$ cat src/sv/cmr_pkg.sv
// Constants and helper functions for the calendar month week row core.
// Depends on nothing; used by the core and its checker.
package cmr_pkg;

	localparam int unsigned LATENCY = 5;

	localparam logic [13:0] MAX_YEAR      = 14'd9999;
	localparam logic [13:0] CHANGE_YEAR   = 14'd1752;
	localparam logic [3:0]  CHANGE_MONTH  = 4'd9;
	localparam logic [6:0]  SKIPPED_DAYS  = 7'd11;
	localparam logic [9:0]  ZELLER_BIAS   = 10'd370;
	localparam logic [12:0] DIV100_RECIP  = 13'd5243;
	localparam int unsigned DIV100_SHIFT  = 19;

	// Length of a month; the month is known to lie in 1 to 12.
	function automatic logic [4:0] month_days(input logic [3:0] month, input logic leap);
		logic [4:0] len;
		case (month)
			4'd2: len = leap ? 5'd29 : 5'd28;
			4'd4, 4'd6, 4'd9, 4'd11: len = 5'd30;
			default: len = 5'd31;
		endcase
		return len;
	endfunction

	// The term 13 * (m + 1) / 5 of the congruence, with m running from 3 (March) to 14.
	function automatic logic [5:0] month_term(input logic [3:0] month);
		logic [5:0] t;
		case (month)
			4'd1:  t = 6'd36;
			4'd2:  t = 6'd39;
			4'd3:  t = 6'd10;
			4'd4:  t = 6'd13;
			4'd5:  t = 6'd15;
			4'd6:  t = 6'd18;
			4'd7:  t = 6'd20;
			4'd8:  t = 6'd23;
			4'd9:  t = 6'd26;
			4'd10: t = 6'd28;
			4'd11: t = 6'd31;
			default: t = 6'd33;
		endcase
		return t;
	endfunction

	// Remainder by seven, folding octal digits since eight is one more than seven.
	function automatic logic [2:0] mod7(input logic [9:0] v);
		logic [4:0] a;
		logic [3:0] b;
		a = 5'(v[2:0]) + 5'(v[5:3]) + 5'(v[8:6]) + 5'(v[9]);
		b = 4'(a[2:0]) + 4'(a[4:3]);
		return (b >= 4'd7) ? 3'(b - 4'd7) : b[2:0];
	endfunction

endpackage

$ cat src/sv/calendar_month_week_row_core.sv
// Calendar month week row core: one row of a Sunday-first month grid.
// A new item may be started in every cycle; busy is always low.
// Five pipeline stages: division by a hundred, leap and era terms, congruence sum,
// remainder by seven, and the seven day columns.
// Reset clears the stage valid bits only; data registers are not reset.
module calendar_month_week_row_core (
	input  logic        clk,
	input  logic        arst_n,
	input  logic        start,
	output logic        busy,
	input  logic [13:0] year,
	input  logic [3:0]  month,
	input  logic [2:0]  week_row,
	output logic        done,
	output logic [4:0]  day_col0,
	output logic [4:0]  day_col1,
	output logic [4:0]  day_col2,
	output logic [4:0]  day_col3,
	output logic [4:0]  day_col4,
	output logic [4:0]  day_col5,
	output logic [4:0]  day_col6,
	output logic [4:0]  days_in_month,
	output logic [2:0]  first_weekday
);

	logic        vld_s1, vld_s2, vld_s3, vld_s4, vld_s5;

	// Stage 1
	logic [13:0] zy_c;
	logic [26:0] yprod_c, zprod_c;
	logic        ok_s1;
	logic [13:0] year_s1, zy_s1;
	logic [3:0]  month_s1;
	logic [2:0]  row_s1;
	logic [6:0]  cy_s1, cz_s1;

	// Stage 2
	logic [13:0] k_full_c;
	logic        leap_c;
	logic        ok_s2, greg_s2, sept_s2;
	logic [2:0]  row_s2;
	logic [4:0]  ndays_s2;
	logic [5:0]  mt_s2;
	logic [6:0]  k_s2, c_s2;

	// Stage 3
	logic [9:0]  sum_c;
	logic        ok_s3, sept_s3;
	logic [2:0]  row_s3;
	logic [4:0]  ndays_s3;
	logic [9:0]  sum_s3;

	// Stage 4
	logic        ok_s4, sept_s4;
	logic [2:0]  row_s4;
	logic [4:0]  ndays_s4;
	logic [2:0]  dow_s4;

	// Stage 5
	logic [4:0]  day_c [7];
	logic [6:0]  idx_c [7];
	logic [6:0]  hi_c;
	logic [4:0]  day_s5 [7];
	logic [4:0]  ndays_s5;
	logic [2:0]  dow_s5;

	assign busy = 1'b0;

	always_ff @(posedge clk or negedge arst_n) begin
		if (!arst_n) begin
			vld_s1 <= 1'b0;
			vld_s2 <= 1'b0;
			vld_s3 <= 1'b0;
			vld_s4 <= 1'b0;
			vld_s5 <= 1'b0;
		end else begin
			vld_s1 <= start & ~busy;
			vld_s2 <= vld_s1;
			vld_s3 <= vld_s2;
			vld_s4 <= vld_s3;
			vld_s5 <= vld_s4;
		end
	end

	// Stage 1: range check and quotients by a hundred through a reciprocal product.
	always_comb begin
		zy_c    = year - ((month <= 4'd2) ? 14'd1 : 14'd0);
		yprod_c = 27'(year) * 27'(cmr_pkg::DIV100_RECIP);
		zprod_c = 27'(zy_c) * 27'(cmr_pkg::DIV100_RECIP);
	end

	always_ff @(posedge clk) begin
		ok_s1    <= (year != 14'd0) && (year <= cmr_pkg::MAX_YEAR) &&
			(month != 4'd0) && (month <= 4'd12);
		year_s1  <= year;
		zy_s1    <= zy_c;
		month_s1 <= month;
		row_s1   <= week_row;
		cy_s1    <= yprod_c[cmr_pkg::DIV100_SHIFT +: 7];
		cz_s1    <= zprod_c[cmr_pkg::DIV100_SHIFT +: 7];
	end

	// Stage 2: year within century, leap rule by era, month length.
	always_comb begin
		k_full_c = zy_s1 - 14'(cz_s1) * 14'd100;
		if (year_s1 <= cmr_pkg::CHANGE_YEAR) begin
			leap_c = (year_s1[1:0] == 2'd0);
		end else begin
			leap_c = (year_s1[1:0] == 2'd0) &&
				((year_s1 != 14'(cy_s1) * 14'd100) || (cy_s1[1:0] == 2'd0));
		end
	end

	always_ff @(posedge clk) begin
		ok_s2    <= ok_s1;
		row_s2   <= row_s1;
		greg_s2  <= (year_s1 > cmr_pkg::CHANGE_YEAR) ||
			((year_s1 == cmr_pkg::CHANGE_YEAR) && (month_s1 > cmr_pkg::CHANGE_MONTH));
		sept_s2  <= (year_s1 == cmr_pkg::CHANGE_YEAR) && (month_s1 == cmr_pkg::CHANGE_MONTH);
		ndays_s2 <= cmr_pkg::month_days(month_s1, leap_c);
		mt_s2    <= cmr_pkg::month_term(month_s1);
		k_s2     <= k_full_c[6:0];
		c_s2     <= cz_s1;
	end

	// Stage 3: congruence sum, kept positive by the bias.
	always_comb begin
		if (greg_s2) begin
			sum_c = cmr_pkg::ZELLER_BIAS + 10'd1 + 10'(mt_s2) + 10'(k_s2) + 10'(k_s2[6:2]) +
				10'(c_s2[6:2]) - 10'({c_s2, 1'b0});
		end else begin
			sum_c = cmr_pkg::ZELLER_BIAS + 10'd6 + 10'(mt_s2) + 10'(k_s2) + 10'(k_s2[6:2]) -
				10'(c_s2);
		end
	end

	always_ff @(posedge clk) begin
		ok_s3    <= ok_s2;
		sept_s3  <= sept_s2;
		row_s3   <= row_s2;
		ndays_s3 <= ndays_s2;
		sum_s3   <= sum_c;
	end

	// Stage 4: weekday of the first.
	always_ff @(posedge clk) begin
		ok_s4    <= ok_s3;
		sept_s4  <= sept_s3;
		row_s4   <= row_s3;
		ndays_s4 <= ndays_s3;
		dow_s4   <= cmr_pkg::mod7(sum_s3);
	end

	// Stage 5: seven independent column lanes.
	always_comb begin
		hi_c = 7'(ndays_s4) + 7'(dow_s4);
		for (int x = 0; x < 7; x++) begin
			idx_c[x] = 7'(row_s4) * 7'd7 + 7'(x);
			if (sept_s4 && (idx_c[x] + 7'd1 > 7'(dow_s4) + 7'd2)) begin
				idx_c[x] = idx_c[x] + cmr_pkg::SKIPPED_DAYS;
			end
			if (ok_s4 && (idx_c[x] >= 7'(dow_s4)) && (idx_c[x] < hi_c)) begin
				day_c[x] = 5'(idx_c[x] - 7'(dow_s4) + 7'd1);
			end else begin
				day_c[x] = 5'd0;
			end
		end
	end

	always_ff @(posedge clk) begin
		for (int x = 0; x < 7; x++) begin
			day_s5[x] <= day_c[x];
		end
		ndays_s5 <= ok_s4 ? ndays_s4 : 5'd0;
		dow_s5   <= ok_s4 ? dow_s4 : 3'd0;
	end

	assign done          = vld_s5;
	assign day_col0      = day_s5[0];
	assign day_col1      = day_s5[1];
	assign day_col2      = day_s5[2];
	assign day_col3      = day_s5[3];
	assign day_col4      = day_s5[4];
	assign day_col5      = day_s5[5];
	assign day_col6      = day_s5[6];
	assign days_in_month = ndays_s5;
	assign first_weekday = dow_s5;

endmodule

$ cat config.mk
export PLATFORM = sky130hd
export DESIGN_NAME = calendar_month_week_row_core
export DESIGN_NICKNAME = d
export VERILOG_FILES = /design/src/sv/cmr_pkg.sv /design/src/sv/calendar_month_week_row_core.sv
export SDC_FILE = /design/constraint.sdc
export NUM_CORES = 1
export LEC_CHECK = 0
export ABC_AREA = 1
export BUFFER_PORTS_ARGS = -buffer_cell sky130_fd_sc_hd__buf_4
export CAP_MARGIN = 40
export CORE_UTILIZATION = 65
export CTS_CLUSTER_SIZE = 30
export DETAILED_ROUTE_END_ITERATION = 7
export PLACE_DENSITY_LB_ADDON = 0.12
export RECOVER_POWER = 25
export SLEW_MARGIN = 5
export SYNTH_ARGS = -nofsm -noshare
export SYNTH_HDL_FRONTEND = slang
export SYNTH_SLANG_ARGS = --single-unit
$ cat constraint.sdc
create_clock -name clk -period 6.7 [get_ports clk]
set_clock_uncertainty 0.05 [all_clocks]
set_input_delay 0.67 -clock clk [delete_from_list [all_inputs] [get_ports clk]]
set_output_delay 0.67 -clock clk [all_outputs]
set_load 0.01 [all_outputs]
==> results of run 1 <==
## final cells by class
class                      count  area share
clock inverter                13     0.00729
tap                          384      0.0228
sequential                   144       0.138
multi-input combinational   1659       0.682
clock buffer                  18      0.0208
inverter                     532      0.0948
timing repair buffer         101      0.0343
## stage by stage
step	hold slack, ns	utilization	std cells	worst slack (ns)
final	0.269	0.725	2851	0.505
after global routing	0.279	0.725	2851	0.0241
after CTS	0.273	0.727	2851	0.532
after detailed placement	0.262	0.706	2819	0.0805
after global placement	0.260	0.706	2819	0.176
after floorplan	0.260	-	2353	0.295
## repair_timing
item,CTS,global route
hold endpoints to repair,5,0
hold buffers,1,0
setup endpoints to repair,0,0
## cell families after synthesis
group / after synthesis / synth area share
DFF: 144 / 0.150
adders and majority gates: 617 / 0.462
and+or+nand+nor: 678 / 0.156
xor gates and xnor gates: 103 / 0.0468
AOI/OAI and AO/OA: 259 / 0.0756
muxes: 1 / 0.000580
other: 1 / 0.000193
buffers and inverters: 550 / 0.109
## critical path: stages
cell      delay, ns
clkbuf_1       0.44
inv_1          0.24
ha_1           0.28
a21oi_1        0.21
o21ai_0        0.11
a21boi_0       0.26
xor2_1         0.22
inv_1          0.13
fa_1           0.50
inv_1          0.04
ha_1           0.26
inv_1          0.04
fa_1           0.47
inv_1          0.06
fa_1           0.52
inv_1          0.05
fa_1           0.53
inv_1          0.04
ha_1           0.29
nand2_1        0.07
nor4_1         0.32
nand4_1        0.13
nand3_1        0.15
a31oi_1        0.12
o21ai_0        0.20
xor2_1         0.15
## placed cells by master (no fill, tap or decap), types with 6 or more instances in the layout
| master | n |
|---|---|
| fa_1 | 167 |
| nand4_1 | 19 |
| xnor2_1 | 40 |
| o21ai_0 | 76 |
| clkbuf_16 | 17 |
| clkbuf_1 | 10 |
| a21boi_0 | 8 |
| nand3_1 | 98 |
| nor2_1 | 139 |
| nor3_1 | 8 |
| a21o_1 | 6 |
| ha_1 | 450 |
| inv_2 | 10 |
| o21ai_1 | 8 |
| nand2_2 | 23 |
| o31ai_1 | 7 |
| buf_4 | 86 |
| xor2_1 | 62 |
| o21bai_1 | 6 |
| inv_1 | 519 |
| a31oi_1 | 6 |
| nand3_2 | 9 |
| nand2_4 | 9 |
| dfxtp_1 | 139 |
| a21oi_1 | 113 |
| nor2_2 | 10 |
| nand2_1 | 343 |
| o21ai_2 | 9 |
## cells in the mapped netlist, drive strengths merged (5+ instances only)
library cell	instances
a21boi	8
a21o	6
a21oi	114
a31oi	6
buf	12
clkbuf	6
dfrtp	5
dfxtp	139
fa	167
ha	450
inv	530
nand2	375
nand3	107
nand4	21
nor2	151
nor3	8
o211ai	5
o21ai	93
o21bai	6
o31ai	7
or2	5
xnor2	41
xor2	62
## flip-flops by register name (all words and copies together) (netlist names), 6 cells and up
register	cells
c_s2	7
cy_s1	7
cz_s1	7
day_s5	35
k_s2	7
mt_s2	6
sum_s3	10
year_s1	14
zy_s1	7
## worst min path at each step
stage                           start          end  slack [ns]  cells past startpoint
final                       row_s2[2]    row_s3[2]        0.27                      0
after global routing            ok_s2        ok_s3        0.28                      0
after CTS                   row_s2[2]    row_s3[2]        0.27                      0
after detailed placement        ok_s2        ok_s3        0.26                      0
after global placement    ndays_s3[1]  ndays_s4[1]        0.26                      0
after floorplan              cz_s1[5]      c_s2[5]        0.26                      0
## layer usage
layer | global-route usage | wire length, um | vias up
met5 | 0 | 0 | -
met4 | 0.109 | 1350 | 0
met3 | 0.0289 | 1790 | 88
met2 | 0.555 | 22100 | 361
met1 | 0.380 | 19200 | 7104
li1 | - | - | 7622
==> flow_metrics.tcl, run 1 <==
set metrics [dict create \
    outcome "complete, no violations" \
    top_level_ports 69 \
    reg2reg_from "row_s4[0]" \
    via_count_normalized_by_instance_count 5.32 \
    fillCellCount 2270 \
    critical_path_required_ns 7.02 \
    num_antenna_cells 0 \
    core.rowCount 62 \
    cts_buffers 17 \
    r2r.worst_path.cells 27 \
    timing_max_transition_violations_final 0 \
    finalWirelength_um 44400 \
    globalplace.congestion 0.970 \
    avgRoutedWirePerCell_um 15.6 \
    core_region_area_um2 29100 \
    detailedRoute.firstIterationViolations 907 \
    worst_slew_margin_rel 0.524 \
    ctsResizeCount 0 \
    syn2layout_area_growth_pct 8.62 \
    seq_area_frac_synth 0.150 \
    worstReg2RegEnd "day_s5[2][3]" \
    pre_antenna_drt_iters 5 \
    yosysWarnings 0 \
    postPlaceCellArea_um2 20500 \
    layout.nets 3096 \
    min_tclk_post_route_ns 6.19 \
    design.die.area_um2 30600 \
    arrival_time_worst_endpoint_ns 6.52 \
    cts.reportedPaths.clkPinSlew_ns 0.07 \
    worst-setup-path-type "input pin to register" \
    grt-ovfl-total 0 \
    final_hold_violating_endpoints 0 \
    crit_path_max_fanout 8 \
    layout_worst_path_cycle_share 0.925 \
    netlist_area_um2 19400 \
    reg2reg_setup_slack_ns 1.27 \
    post_synth.cell_area_avg_um2 8.26 \
    clk_root_buffer_cell "clkbuf_16" \
    antenna_found_initial 0 \
    synth-edff-count 0 \
    min-delay-path-class "register to register" \
    route.detailed.drc 0 \
    synth_cells 2353 \
    place.port_buffers 67 \
    synth_top_flop_cell "dfxtp_1" \
    horizontal_die_dimension_um 175 \
    timing.max_cap.violations 0 \
    crit_path_start "year[5]" \
    maximum_number_of_pins_on_one_net_before_global_route_repair 29 \
    final_antenna_net_count 0 \
    register_area_um2 2910 \
    async_reset_ff_frac 0.0347 \
    worstSkewPairLatency_ns 0.44 \
    vias 15175 \
    worst_slew_pin_slew_ns 0.715 \
    multi_input_comb_area_um2 14400 \
    cts.repair_timing.setup_buffer_count 0 \
    post-dp-hpwl_um 37000 \
    first_pass_grt_wire_length_um 74700 \
    grt_setup_unrepaired "no" \
    kind_of_start_point_of_the_critical_path "input pin" \
    tritoncts "yes" \
    setup_violations 0 \
    htreeDepth 4 \
    die_h_um 175 \
    endpoint "cz_s1[5]" \
    synthTopCellsByArea "ha_1 29%, fa_1 17%, dfxtp_1 14%" \
    initial_cell_density_of_the_core 0.668 \
    yosys.area.top_type "ha_1" \
    drive_above_1_share 0.0839 \
    end_kind "register" \
    synth.ff_latch_count 144 \
    yosysUniqueCellTypes 55 \
    synthesis.nets 2994 \
    grt_pass1_vias 15699 \
    grtUsageTotal 0.307 \
    yosysTopAreaCellShare 0.290 \
    cts_sinks 144 \
    final_cell_area_um2 21100 \
    fmax_mhz 161 \
    clockBufferDepth 2 \
    finalSetupTns_ns 0 \
]
Power of run 1 is left out: the tool's default activity adds up to more than one toggle a clock period on the data nets, which glitch-free logic cannot reach.
==> inputs of run 2 (changes only) <==
==> constraint.sdc (replaced) <==
create_clock -name clk -period 6.8 [get_ports clk]
set_clock_uncertainty 0.05 [all_clocks]
set_input_delay 1.7 -clock clk [delete_from_list [all_inputs] [get_ports clk]]
set_output_delay 1.7 -clock clk [all_outputs]
set_load 0.01 [all_outputs]
==> run 2 against run 1 <==
Compared with the run above: first-iteration DRC count is 3.7% higher; routed wire length is 3.8% higher; critical path depth is 6 higher; count of clock-buffer cells in the layout is 3 higher; critical path type unchanged.
==> flow_metrics.tcl, run 2 (synthesis gave the netlist of run 1 again) <==
set metrics [dict create \
    arrival_time_worst_endpoint_ns 7.06 \
    final_antenna_net_count 0 \
    num_antenna_cells 0 \
    worstSkewPairLatency_ns 0.44 \
    worst_slew_pin_slew_ns 1.19 \
    setup_violations 0 \
    timing_max_transition_violations_final 0 \
    largest_register "day_s5" \
    post-dp-hpwl_um 37800 \
    timing.max_cap.violations 0 \
    largest_reg_flops 35 \
    cts_sinks 144 \
    hold_path_startpoint "ndays_s2[0]" \
    grt_setup_unrepaired "yes" \
    crit_path_max_fanout 3 \
    detailedRoute.firstIterationViolations 941 \
    first_pass_grt_wire_length_um 75600 \
    initial_cell_density_of_the_core 0.668 \
    kind_of_start_point_of_the_critical_path "input pin" \
    r2r.worst_path.cells 24 \
    finalWirelength_um 46100 \
    clockBufferDepth 2 \
    reg2reg_from "row_s4[0]" \
    grt_pass1_vias 16126 \
    antenna_found_initial 0 \
    cts.reportedPaths.clkPinSlew_ns 0.06 \
    avgRoutedWirePerCell_um 15.7 \
    tritoncts "yes" \
    fin_hold_ws_ns 0.273 \
    layout_worst_path_cycle_share 0.992 \
    core_region_area_um2 29100 \
    layout_common_cells "509 x inv_1, 439 x ha_1, 334 x nand2_1" \
    globalplace.congestion 1.02 \
    htreeDepth 4 \
    worst-setup-path-type "input pin to register" \
    grt-ovfl-total 0 \
    worst_slew_margin_rel 0.208 \
    route.detailed.drc 0 \
    critPathBufInv 11 \
    outcome "complete, no violations" \
    layout.nets 3183 \
    timing.hold.worst_endpoint "ndays_s3[0]" \
    critPathTopFamily "adder cells" \
    drive_above_1_share 0.139 \
    min_tclk_post_route_ns 6.75 \
    layout.cells.most_common "inv_1" \
    fmax_mhz 148 \
    design.die.area_um2 30600 \
    pre_antenna_drt_iters 6 \
    min_delay_path_depth 0 \
    cts_buffers 17 \
    via_count_normalized_by_instance_count 5.39 \
    vias 15834 \
    cpMaxStageDelayCell "fa_1" \
    die_h_um 175 \
    worstReg2RegEnd "day_s5[5][3]" \
    min-delay-path-class "register to register" \
    maximum_number_of_pins_on_one_net_before_global_route_repair 29 \
    end_kind "register" \
    clk_root_buffer_cell "clkbuf_16" \
    horizontal_die_dimension_um 175 \
    end_of_flow_core_utilization 0.759 \
    critPathMaxStageDelay_ns 0.54 \
    core.rowCount 62 \
    biggestRegsByFlops "day_s5: 35 flops, year_s1: 14 flops, sum_s3: 10 flops" \
    final_hold_violating_endpoints 0 \
    syn2layout_area_growth_pct 13.7 \
    grtUsageTotal 0.311 \
    critical_path_required_ns 7.12 \
    top_level_ports 69 \
    place.port_buffers 67 \
    reg2reg_setup_slack_ns 1.41 \
]
## run 2: cell count changes in the layout (fill, tap and decap cells not counted), moves of 7 or more
cell	delta
a21oi_2	+7
inv_1	-10
buf_4	+98
nand2_2	+8
a21oi_1	-7
nand2_1	-9
ha_1	-11
inv_2	+10
ha_4	+9
## run 2: routing by layer
layer / track usage / up-vias / part of all wire
met5: 0 / - / 0
met4: 0.129 / 0 / 0.033
met3: 0.0398 / 105 / 0.051
met2: 0.554 / 421 / 0.50
met1: 0.377 / 7513 / 0.42
li1: - / 7795 / -
## run 2: through the flow
step	setup slack [ns]	cells	area (um2)	TNS (ns)
after floorplan	-0.0455	2353	19600	-0.0455
after global routing	-0.164	2939	22100	-0.603
after detailed placement	-0.480	2898	21300	-2.25
final	0.0534	2939	22100	0
after CTS	0.0122	2931	21900	0
after global placement	-0.357	2898	21300	-1.22
## run 2: layout make-up
class                      instances  area [um2]
timing repair buffer             188        1420
multi-input combinational       1659       14700
sequential                       144        2910
clock buffer                      21         450
fill                            2161        7010
tap                              384         480
clock inverter                    11         131
inverter                         532        2000
## run 2: worst max path at each step
stage	start	to	slack (ns)	cells after the start
after floorplan	month[3]	cz_s1[5]	-0.05	30
after global placement	month[0]	cz_s1[5]	-0.36	29
after detailed placement	month[0]	cz_s1[5]	-0.48	29
after CTS	month[0]	cz_s1[5]	0.01	29
after global routing	month[0]	cz_s1[5]	-0.16	31
final	month[0]	cz_s1[5]	0.05	32
## run 2: what timing repair did
action                                  4_1_cts  5_1_grt
hold buffers                                  0        0
endpoints found under the setup margin        1        7
resized for setup                             0       32
pin swaps                                     0       21
setup buffers                                 1        8
Power of run 2 is left out for the same reason.
